### src/hw/rtl/eat_pkg.sv
// eat_pkg: shared widths, register codes and item/result structs for the
// encoder angle tracker. No dependencies; used by every file in hw/rtl.
package eat_pkg;

  localparam int ANGLE_W       = 14;
  localparam int FRAC_W        = 8;
  localparam int TABLE_ENTRIES = 64;
  localparam int TBL_AW        = $clog2(TABLE_ENTRIES);
  localparam int OFFS_W        = 14;
  localparam int HISTORY_DEPTH = 16;
  localparam int HIST_KEEP     = HISTORY_DEPTH - 1;
  localparam int POS_W         = 48;
  localparam int TURNS_W       = 32;
  localparam int VEL_W         = 32;
  localparam int EVEL_W        = 40;
  localparam int LIN_W         = 16;
  localparam int PP_W          = 7;

  localparam int IN_DATA_W  = 40;
  localparam int OUT_DATA_W = 200;

  localparam int REG_IDX_W  = 2;
  localparam int REG_DATA_W = 32;

  localparam logic [REG_IDX_W-1:0] REG_POLE_PAIRS    = 2'd0;
  localparam logic [REG_IDX_W-1:0] REG_ELEC_ZERO     = 2'd1;
  localparam logic [REG_IDX_W-1:0] REG_POS_ZERO      = 2'd2;
  localparam logic [REG_IDX_W-1:0] REG_VELOCITY_GAIN = 2'd3;

  typedef struct packed {
    logic              load;
    logic [ANGLE_W-1:0] angle;
    logic [TBL_AW-1:0]  index;
    logic [OFFS_W-1:0]  value;
  } item_t;

  typedef struct packed {
    logic [PP_W-1:0]       pole_pairs;
    logic [ANGLE_W-1:0]    elec_zero;
    logic [REG_DATA_W-1:0] pos_zero;
    logic [REG_DATA_W-1:0] velocity_gain;
  } cfg_t;

  typedef struct packed {
    logic [EVEL_W-1:0]  phase_rate;
    logic [VEL_W-1:0]   velocity;
    logic [POS_W-1:0]   position;
    logic [TURNS_W-1:0] turn_count;
    logic [ANGLE_W-1:0] phase_angle;
    logic [ANGLE_W-1:0] mech_angle;
    logic [LIN_W-1:0]   linear_count;
  } result_t;

endpackage

### src/hw/rtl/eat_front.sv
// eat_front: input side of the tracker. Takes items off the stream, decodes
// the command and holds them in a two-entry queue for the back end. Uses eat_pkg.
module eat_front (
  input  logic                           clk,
  input  logic                           rst,
  input  logic                           s_tvalid,
  output logic                           s_tready,
  input  logic [eat_pkg::IN_DATA_W-1:0]  s_tdata,
  input  logic                           s_tuser,
  output logic                           q_valid,
  input  logic                           q_pop,
  output eat_pkg::item_t                 q_item
);

  eat_pkg::item_t entry [2];
  logic           wr_ptr;
  logic           rd_ptr;
  logic [1:0]     fill;
  logic           push;
  eat_pkg::item_t decoded;

  // raw word keeps only its angle bits; fields packed from bit 0 up
  always_comb begin
    decoded.load  = s_tuser;
    decoded.angle = s_tdata[eat_pkg::ANGLE_W-1:0];
    decoded.index = s_tdata[21:16];
    decoded.value = s_tdata[35:22];
  end

  assign s_tready = (fill != 2'd2);
  assign push     = s_tvalid && s_tready;
  assign q_valid  = (fill != 2'd0);
  assign q_item   = entry[rd_ptr];

  always_ff @(posedge clk) begin
    if (push) begin
      entry[wr_ptr] <= decoded;
    end
  end

  always_ff @(posedge clk) begin
    if (rst) begin
      wr_ptr <= 1'b0;
      rd_ptr <= 1'b0;
      fill   <= 2'd0;
    end else begin
      if (push) begin
        wr_ptr <= ~wr_ptr;
      end
      if (q_pop) begin
        rd_ptr <= ~rd_ptr;
      end
      if (push && !q_pop) begin
        fill <= fill + 2'd1;
      end else if (q_pop && !push) begin
        fill <= fill - 2'd1;
      end
    end
  end

endmodule

### config.mk
export PLATFORM = sky130hd
export DESIGN_NAME = eat_front
export DESIGN_NICKNAME = d
export VERILOG_FILES = /design/src/hw/rtl/eat_pkg.sv /design/src/hw/rtl/eat_front.sv
export SDC_FILE = /design/constraint.sdc
export NUM_CORES = 1
export LEC_CHECK = 0
export ABC_AREA = 0
export BUFFER_PORTS_ARGS = -buffer_cell sky130_fd_sc_hd__clkbuf_2
export CORE_ASPECT_RATIO = 0.8
export CORE_MARGIN = 10
export CORE_UTILIZATION = 54
export DETAILED_ROUTE_END_ITERATION = 8
export HOLD_SLACK_MARGIN = 0.15
export PLACE_DENSITY = 0.94
export SLEW_MARGIN = 15
export SYNTH_ARGS = -nofsm -noshare
export SYNTH_HDL_FRONTEND = slang
export SYNTH_SLANG_ARGS = --single-unit
### constraint.sdc
create_clock -name clk -period 4.9 [get_ports clk]
set_clock_uncertainty 0.05 [all_clocks]
set_input_delay 0.98 -clock clk [delete_from_list [all_inputs] [get_ports clk]]
set_output_delay 0.98 -clock clk [all_outputs]
set_load 0.02 [all_outputs]
== Yosys cells after proc, flatten, opt, wreduce, memory -nomap -nowiden ==
Memories as Yosys holds them, arrays and structs flattened. A register that Yosys moved wholly into a read port is not among the register bits.
Cells that the tools add are included.

* Register bits after elaboration: 4
* Memories kept: 1
* Bits in latches: 0
* ROM bits: 0
* Bits in writable memories: 70

{| class="wikitable"
|+ Memories
! memory !! words !! width !! read ports !! clocked after memory_dff !! write ports !! RTL line !! source
|-
| entry || 2 || 35 || 1 || 1 || 1 || eat_front.sv:15 || <nowiki>eat_pkg::item_t entry [2];</nowiki>
|}

* Shifts and indexed selects: 0
* Divide/modulo/power cells: 0
* Multiplexer cells: 6
* Add/sub/neg operators: 2
* $lt $le $gt $ge: 0
* $mul: 0
* Eq/ne operators: 1
* Bitwise operators: 2
* Reductions and logical operators: 7

{| class="wikitable"
|+ Operators by type and width
! operator !! number
|-
| $mux 1 || 4
|-
| $mux 2 || 2
|-
| $reduce_bool 2->1 || 2
|-
| $logic_and 1x1->1 || 3
|-
| $add 2x1->2 const B || 1
|-
| $logic_not 1->1 || 2
|-
| $ne 2x2->1 const B || 1
|-
| $not 1->1 || 2
|-
| $sub 2x1->2 const B || 1
|}

== Logic depth before layout (Yosys ltp) ==
Gate-level depths: netlist of the first run.

* Depth after elaboration: 6
* Mapped depth: 6
* Gate-level depth less buffers: 6

== Worst setup path after synthesis of the first run ==
No wires, ideal clock.

* Kind: input to register
* Start: input s_tvalid
* End: memory entry[1][0] (netlist name), enable pin
* Cell stages on the path: 1
* Setup slack: 2.573 ns
* Setup time: 0.396 ns
* Arrival: 1.881 ns
* Required time: 4.454 ns
* Buffers on the path: 0
* Cell sequence: and3_1

* Word-level cells in the longest chain between the ends: 3

{| class="wikitable"
|+ Ends and longest elaborated chain
! element !! RTL line !! source
|-
| start, declared || eat_front.sv:6 || <nowiki>input logic s_tvalid,</nowiki>
|-
| $logic_and 1x1->1 || eat_front.sv:31 || <nowiki>assign push = s_tvalid && s_tready;</nowiki>
|-
| $mux 1 || eat_front.sv:36 || <nowiki>if (push) begin</nowiki>
|-
| $mux 1 (not written as such) || eat_front.sv:37 || <nowiki>entry[wr_ptr] <= decoded;</nowiki>
|-
| end, declared || eat_front.sv:15 ||
|}

No other way between the ends.

==> results of run 1 <==
cell families (layout without fill, tap and decap cells):
family          after synthesis  count (layout)  share of synthesized area, %
xor+xnor                      3               3                         0.955
mux                          35              35                          14.3
compound gates                4               4                         0.909
flops                        75              75                          80.0
fa+ha+maj                     1               1                         0.454
buf+inv                       6              95                          1.27
simple gates                  9               9                          2.09
placed cells by master (no fill, tap or decap), drive strengths merged, types with 2 or more instances in the layout:
cell      instances
clkbuf           85
edfxtp           70
mux2             35
dfxtp             5
nor2              3
clkinvlp          3
inv               3
xor2              2
a21oi             2
buf               2
synthesized netlist by cell type:
cell	count	area, sq um
inv_1	2	7.51
or3_1	1	6.26
and3_1	1	6.26
mux2_2	35	394
a21oi_1	2	10.0
nand2b_4	1	13.8
buf_4	3	22.5
xnor2_1	1	8.76
ha_1	1	12.5
and2_1	1	6.26
buf_2	1	5.00
o21ai_0	1	5.00
nor2_1	3	11.3
nand3b_1	1	7.51
edfxtp_1	70	2100
a21bo_2	1	10.0
or2_2	1	6.26
dfxtp_1	5	100
xor2_1	2	17.5
layer usage:
layer  wire (um)  part of all wire (%)  vias up  global-route usage, %
li1            -                     -      682                      -
met1        2020                    39      715                   12.8
met2        2600                    51       52                   19.8
met3         403                   7.9       10                   6.37
met4          92                   1.8        0                   6.76
met5           0                     0        -                      0
per-stage QoR:
stage / total power, W / utilization, %
after floorplan: 0.000975 / -
after global placement: 0.00106 / 64.2
after detailed placement: 0.00107 / 64.2
after CTS: 0.00152 / 68.0
after global routing: 0.00157 / 68.0
final: 0.00150 / 68.0
cell type report:
type                            instances  area [sq um]
Sequential cell                        75          2200
Fill cell                             360          1590
Multi-Input combinational cell         52           517
Timing Repair Buffer                   77           390
Clock buffer                           10           128
Tap cell                               62          77.6
Clock inverter                          6          65.1
Inverter                                2          7.51
flip-flops by register name (all words and copies together) (netlist names), named ones only:
| signal | flops |
|---|---|
| entry | 70 |
| fill | 2 |
| rd_ptr | 1 |
| wr_ptr | 1 |
critical path: stages (launching register included):
cell and delay [ns]:
dfxtp_1 0.43, buf_4 0.40, mux2_2 0.39, clkbuf_2 0.16
worst max-delay path by stage:
stage,start,endpoint,cells past startpoint
floorplan,s_tvalid,entry[1][0],1
global placement,flip-flop,q_item[34],3
detailed placement,s_tvalid,entry[0][1],4
CTS,flip-flop,q_item[14],3
global route,flip-flop,q_item[13],3
finish,flip-flop,q_item[34],3
power breakdown:
part | switching [W] | internal (W) | total (W)
combinational | 0.000155 | 0.0000993 | 0.000254
clock | 0.000220 | 0.000235 | 0.000455
sequential | 0.0000192 | 0.000775 | 0.000794
==> flow_metrics.py, run 1 <==
metrics = {
    "run_status": {
        "status": "finished, final reports clean",
    },
    "clock_network": {
        "clk_pin_slew_worst_paths_ns": 0.07,
        "cts_resized": 0,
        "postCtsSetupRepairBufs": 0,
        "clockBufferDepth": 2,
        "worst_skew_pair.late_latency_ns": 0.34,
        "clockRootBuffer": "clkbuf_8",
        "h-tree-depth": 3,
        "clock-sinks": 75,
        "cts_tree": "yes",
        "cts_hold_buf": 0,
        "numCtsBuffers": 9,
    },
    "timing": {
        "min_period_ns": 2.78,
        "slew_viol_final": 0,
        "tightest_slew_ns": 0.846,
        "hold_ws_ns": 0.470,
        "rsz0062_at_grt": "no",
        "setup_tns_ns": 0,
        "setup-violations-final": 0,
        "fin_ws_ns": 2.12,
        "hold_viol_final": 0,
        "fmax_mhz": 360,
        "slew_headroom_pct": 43.6,
        "finalCritPeriodShare_pct": 56.7,
    },
    "global_route": {
        "grt_pass1_vias": 1586,
        "grt.overflow.total": 0,
        "grt_max_degree": 36,
        "grt_pass1_wl_um": 7870,
        "antenna_found_initial": 0,
        "track_usage_pct": 12.4,
    },
    "floorplanning": {
        "die_h_um": 83.9,
        "io_pins": 82,
        "start_util_pct": 55.3,
        "row_count": 23,
        "core_sq_mm": 0.00498,
        "die_x_um": 99.8,
        "fp.dieArea_sq_mm": 0.00837,
    },
    "worst_hold_path": {
        "hold_path_class": "reg2reg",
        "hold_start": "rd_ptr",
        "holdPathEnd": "rd_ptr",
        "min_path_cells": 2,
    },
    "critical_path": {
        "reg2reg_setup_slack_ns": 3.03,
        "reg2reg_from": "fill[0]",
        "endpoint_kind": "primary output",
        "reg2reg_depth": 4,
        "timing.rr.end": "entry[0][4]",
        "worst-setup-path-type": "reg2out",
        "start_kind": "flip-flop",
        "crit_arrival_ns": 1.75,
        "path_max_fanout": 31,
        "cp_data_required_time_ns": 3.87,
    },
    "drt": {
        "drtAntennaViolNets": 0,
        "dr_total_vias": 1459,
        "wire_per_inst_um": 18.0,
        "drt-pass1-iter-count": 4,
        "drt-vias-per-instance": 5.14,
        "drtIter0Drc": 75,
        "route.detailed.drc": 0,
        "drt-total-wl_um": 5110,
    },
    "logic_synthesis": {
        "ys_seq_area_share_pct": 80.0,
        "yosysWarnings": 0,
        "syn_area_per_cell_sq_um": 20.7,
        "ys_ff_latch": 75,
        "syn_nets": 179,
        "netlist_instances": 133,
        "synth_cell_types": 19,
        "netlist_area_sq_mm": 0.00275,
    },
    "power_and_ir_drop": {
        "power.leakage_nw": 1.30,
        "vdd_drop_max_mv": 0.310,
        "power_density_mw_per_mm2": 444,
    },
    "placement": {
        "place_inst": 268,
        "dpl.hpwl_um": 3680,
        "dpl_cell_area_sq_mm": 0.00319,
        "dp_slack_ns": 2.42,
        "io_buffers": 75,
        "gp_congestion": 0.678,
    },
    "cells_and_area": {
        "fin_cells": 284,
        "drive_gt1_share_pct": 58.6,
        "syn2layout_area_growth_pct": 23.0,
        "nets": 263,
        "diodes": 0,
        "stdcell_area_sq_mm": 0.00339,
    },
    "flow_run": {
        "max_cap_viol_count": 0,
    },
}
Power figures use the tool's default switching activity.
==> inputs of run 2 (changes only) <==
- CORE_UTILIZATION: 54 -> 46
- PLACE_DENSITY: 0.94 -> 0.86
- clock period: 4.9 -> 2.5 ns (I/O delays scaled with it)
==> flow_metrics.py, run 2 (synthesis gave the netlist of run 1 again) <==
metrics = {
    "critical_path": {
        "crit_path_top_delay_cell": "dfxtp_2",
        "worstPathCellList": "buf_12, mux2_2, clkbuf_2",
        "path_buf_inv": 2,
        "critical_path.top_delay_family": "flip-flops",
        "slowest_delay_ns": 0.51,
        "crit_arrival_ns": 1.61,
        "path_max_fanout": 25,
        "start_kind": "flip-flop",
        "endpoint_kind": "primary output",
        "cp_data_required_time_ns": 1.95,
        "worst-setup-path-type": "reg2out",
    },
    "floorplanning": {
        "io_pins": 82,
        "start_util_pct": 47.1,
        "core_sq_mm": 0.00585,
        "die_h_um": 89.2,
        "row_count": 25,
        "fp.dieArea_sq_mm": 0.00950,
        "die_x_um": 106,
    },
    "clock_network": {
        "clockRootBuffer": "clkbuf_8",
        "cts_tree": "yes",
        "worst_skew_pair.late_latency_ns": 0.33,
        "numCtsBuffers": 9,
        "h-tree-depth": 3,
        "postCtsSetupRepairBufs": 0,
        "clk_pin_slew_worst_paths_ns": 0.08,
        "clock-sinks": 75,
        "cts_resized": 0,
        "clockBufferDepth": 2,
        "cts_hold_buf": 0,
    },
    "timing": {
        "min_period_ns": 2.16,
        "setup-violations-final": 0,
        "hold_viol_final": 0,
        "slew_viol_final": 0,
        "tightest_slew_ns": 0.415,
        "slew_headroom_pct": 72.3,
        "setup_tns_ns": 0,
        "rsz0062_at_grt": "no",
        "fmax_mhz": 463,
        "finalCritPeriodShare_pct": 86.3,
    },
    "power_and_ir_drop": {
        "p_seq_share_pct": 50.0,
        "power_density_mw_per_mm2": 893,
        "p_sw_w": 0.000809,
        "design_power_total_w": 0.00312,
        "internal-power_w": 0.00231,
        "p_comb_share_pct": 16.4,
        "swShare_pct": 26.0,
        "power.leakage_nw": 1.35,
        "clockPowerShare_pct": 33.6,
        "vdd_drop_max_mv": 0.601,
    },
    "drt": {
        "route.detailed.drc": 0,
        "dr_total_vias": 1445,
        "drtIter0Drc": 44,
        "wire_per_inst_um": 16.8,
        "drtAntennaViolNets": 0,
        "drt-pass1-iter-count": 4,
        "drt-vias-per-instance": 4.74,
        "drt-total-wl_um": 5130,
    },
    "placement": {
        "place_inst": 289,
        "io_buffers": 75,
        "gp_congestion": 0.693,
    },
    "flow_run": {
        "max_cap_viol_count": 0,
    },
    "run_status": {
        "status": "finished, final reports clean",
    },
    "cells_and_area": {
        "fin_cells": 305,
        "mostFrequentLayoutCell": "clkbuf_2",
        "nFillCells": 453,
        "final_cell_mix": "clkbuf_2 (75), edfxtp_1 (70), mux2_2 (35)",
        "nets": 265,
        "fin_util_pct": 59.7,
        "syn2layout_area_growth_pct": 26.8,
        "largest_reg_flops": 70,
        "drive_gt1_share_pct": 60.3,
        "diodes": 0,
        "top_register": "entry",
        "largestRegisters": "entry: 70 flops, fill: 2 flops",
    },
    "global_route": {
        "grt_pass1_wl_um": 7840,
        "track_usage_pct": 11.2,
        "grt.overflow.total": 0,
        "grt_max_degree": 26,
        "antenna_found_initial": 0,
        "grt_pass1_vias": 1545,
    },
    "worst_hold_path": {
        "hold_path_class": "in2reg",
    },
}
-- run 2: cell types whose count changed in the layout (fill, tap and decap cells not counted) --
cell,delta
buf_12,+2
clkinvlp_4,-2
inv_8,+2
bufinv_16,+1
clkbuf_1,-1
clkinv_1,-1
dfxtp_1,-1
dfxtp_2,+1
inv_6,+1
-- run 2: worst register-to-register path, cell delays in order (launching register included) --
cell and delay [ns]:
dfxtp_1 0.40, nand2b_4 0.17, and3_2 0.46, buf_12 0.24
-- run 2: final timing paths --
| check | start | to | slack [ns] | cells past startpoint |
|---|---|---|---|---|
| setup / recovery | flip-flop | q_item[30] | 0.34 | 3 |
| hold / removal | s_tdata[25] | entry[0][3] | 0.30 | 1 |
| setup reg to reg | fill[0] | entry[1][15] | 0.89 | 3 |
| hold reg to reg | fill[1] | fill[1] | 0.50 | 2 |
-- run 2: cell type report --
class / instances / area (sq um) / share of cell area [%]
Tap cell: 81 / 101 / 2.90
Inverter: 2 / 7.51 / 0.215
Sequential cell: 75 / 2200 / 63.1
Clock inverter: 7 / 108 / 3.08
Clock buffer: 9 / 124 / 3.55
Timing Repair Buffer: 79 / 430 / 12.3
Multi-Input combinational cell: 52 / 517 / 14.8
-- run 2: stage by stage --
step,setup slack (ns),hold slack (ns),area (sq um)
2_1_floorplan,0.576,0.430,2750
3_3_place_gp,0.682,0.451,3260
3_5_place_dp,0.680,0.490,3260
4_1_cts,0.295,0.276,3490
5_1_grt,0.257,0.260,3490
6_report,0.342,0.296,3490
-- run 2: power groups by stage --
stage / combinational [W] / sequential [W] / clock, W
finish: 0.000510 / 0.00156 / 0.00105
CTS: 0.000522 / 0.00156 / 0.00108
global placement: 0.000514 / 0.00158 / 0
detailed placement: 0.000519 / 0.00159 / 0
global route: 0.000556 / 0.00157 / 0.00114
floorplan: 0.000338 / 0.00157 / 0
-- run 2: per-layer routing --
layer	vias up	GRT usage [%]	part of all wire (%)
met5	-	0	0
met4	0	3.68	1.2
met3	6	6.12	6.8
met2	54	18.9	50
met1	700	11.8	42
li1	685	-	-
==> inputs of run 3 (changes only) <==
--- a/config.mk
+++ b/config.mk
@@ -15,2 +15,3 @@
 export PLACE_DENSITY = 0.86
+export SKIP_CTS_REPAIR_TIMING = 1
 export SLEW_MARGIN = 15
--- a/constraint.sdc
+++ b/constraint.sdc
@@ -4,2 +4,2 @@
 set_output_delay 0.5 -clock clk [all_outputs]
-set_load 0.02 [all_outputs]
+set_load 0.05 [all_outputs]
==> flow_metrics.py, run 3 (synthesis gave the netlist of run 1 again) <==
metrics = {
    "run_status": {
        "status": "finished, final reports clean",
    },
    "cells_and_area": {
        "syn2layout_area_growth_pct": 25.3,
        "register_area_sq_mm": 0.00220,
        "fin_cells": 304,
        "largestRegisters": "entry: 70 flops, fill: 2 flops",
        "drive_gt1_share_pct": 60.1,
        "diodes": 0,
        "nFillCells": 459,
        "top_register": "entry",
        "largest_reg_flops": 70,
        "final_cell_mix": "clkbuf_2 (75), edfxtp_1 (70), mux2_2 (35)",
        "multi_input_area_sq_um": 517,
        "nets": 265,
        "mostFrequentLayoutCell": "clkbuf_2",
    },
    "clock_network": {
        "worst_skew_pair.late_latency_ns": 0.34,
        "clock-sinks": 75,
        "clockBufferDepth": 2,
        "cts_tree": "yes",
        "clockRootBuffer": "clkbuf_8",
        "numCtsBuffers": 9,
        "clk_pin_slew_worst_paths_ns": 0.08,
        "h-tree-depth": 3,
    },
    "power_and_ir_drop": {
        "swShare_pct": 31.1,
        "power_density_mw_per_mm2": 919,
        "vdd_drop_max_mv": 0.468,
        "power.leakage_nw": 1.33,
        "p_comb_share_pct": 22.9,
        "internal-power_w": 0.00218,
        "p_sw_w": 0.000985,
        "design_power_total_w": 0.00317,
        "p_seq_share_pct": 49.2,
        "clockPowerShare_pct": 28.0,
    },
    "timing": {
        "min_period_ns": 2.23,
        "slew_headroom_pct": 71.9,
        "rsz0062_at_grt": "no",
        "hold_viol_final": 0,
        "setup-violations-final": 0,
        "slew_viol_final": 0,
        "fmax_mhz": 448,
        "finalCritPeriodShare_pct": 89.3,
        "tightest_slew_ns": 0.422,
        "setup_tns_ns": 0,
    },
    "floorplanning": {
        "row_count": 25,
        "start_util_pct": 47.1,
        "io_pins": 82,
        "die_x_um": 106,
        "core_sq_mm": 0.00585,
        "fp.dieArea_sq_mm": 0.00950,
        "die_h_um": 89.2,
    },
    "drt": {
        "drt-pass1-iter-count": 4,
        "wire_per_inst_um": 16.7,
        "drtAntennaViolNets": 0,
        "drt-total-wl_um": 5080,
        "dr_total_vias": 1430,
        "route.detailed.drc": 0,
        "drt-vias-per-instance": 4.70,
        "drtIter0Drc": 28,
    },
    "critical_path": {
        "path_max_fanout": 25,
        "start_kind": "flip-flop",
        "endpoint_kind": "primary output",
        "crit_arrival_ns": 1.68,
        "worst-setup-path-type": "reg2out",
        "cp_data_required_time_ns": 1.95,
    },
    "worst_hold_path": {
        "hold_path_class": "in2reg",
    },
    "global_route": {
        "grt_max_degree": 26,
        "grt_pass1_wl_um": 7870,
        "antenna_found_initial": 0,
        "grt_pass1_vias": 1606,
        "grt.overflow.total": 0,
        "track_usage_pct": 11.2,
    },
    "placement": {
        "place_inst": 289,
        "dpl.hpwl_um": 3630,
        "gp_congestion": 0.693,
        "io_buffers": 75,
    },
    "flow_run": {
        "max_cap_viol_count": 0,
    },
}
==> run 3: path summary, 6_finish.rpt <==
kind / endpoint / startpoint / slack (ns) / cells past startpoint
worst max register to register: entry[1][9] / fill[0] / 0.90 / 3
worst min register to register: flip-flop / rd_ptr / 0.47 / 2
worst max-delay path: q_item[30] / flip-flop / 0.27 / 3
worst min-delay path: entry[1][30] / s_tdata[10] / 0.29 / 1
==> run 3: through the flow <==
stage                     area, sq um  utilization [%]  setup WS, ns  hold WS [ns]
after floorplan                  2750                -         0.498         0.430
after global placement           3260             55.7         0.591         0.450
after detailed placement         3260             55.7         0.613         0.451
after CTS                        3450             59.0         0.225         0.271
after global routing             3450             59.0         0.176         0.270
final                            3450             59.0         0.267         0.288
==> run 3: layout make-up <==
cell class,instances,share of cell area (%)
clock buffer,9,3.59
clock inverter,6,1.89
inverter,2,0.218
multi-input combinational,52,15.0
sequential,75,63.9
tap,81,2.94
timing repair buffer,79,12.5
==> run 3: metal layers <==
layer / wire [um] / up-vias / global-route usage [%]
li1: - / 687 / -
met1: 2120 / 681 / 11.6
met2: 2480 / 54 / 18.7
met3: 376 / 8 / 5.33
met4: 96 / 0 / 6.63
met5: 0 / - / 0
==> run 3: power by group through the flow <==
stage | logic (W) | clock network (W) | registers (W)
after floorplan | 0.000558 | 0 | 0.00157
after global placement | 0.000728 | 0 | 0.00158
after detailed placement | 0.000733 | 0 | 0.00159
after CTS | 0.000736 | 0.000916 | 0.00156
after global routing | 0.000773 | 0.000977 | 0.00157
final | 0.000724 | 0.000886 | 0.00156
==> run 3: worst max-delay path, stage by stage, from the launching register on <==
cell,delay [ns]
dfxtp_2,0.50
buf_12,0.23
mux2_2,0.36
clkbuf_2,0.24
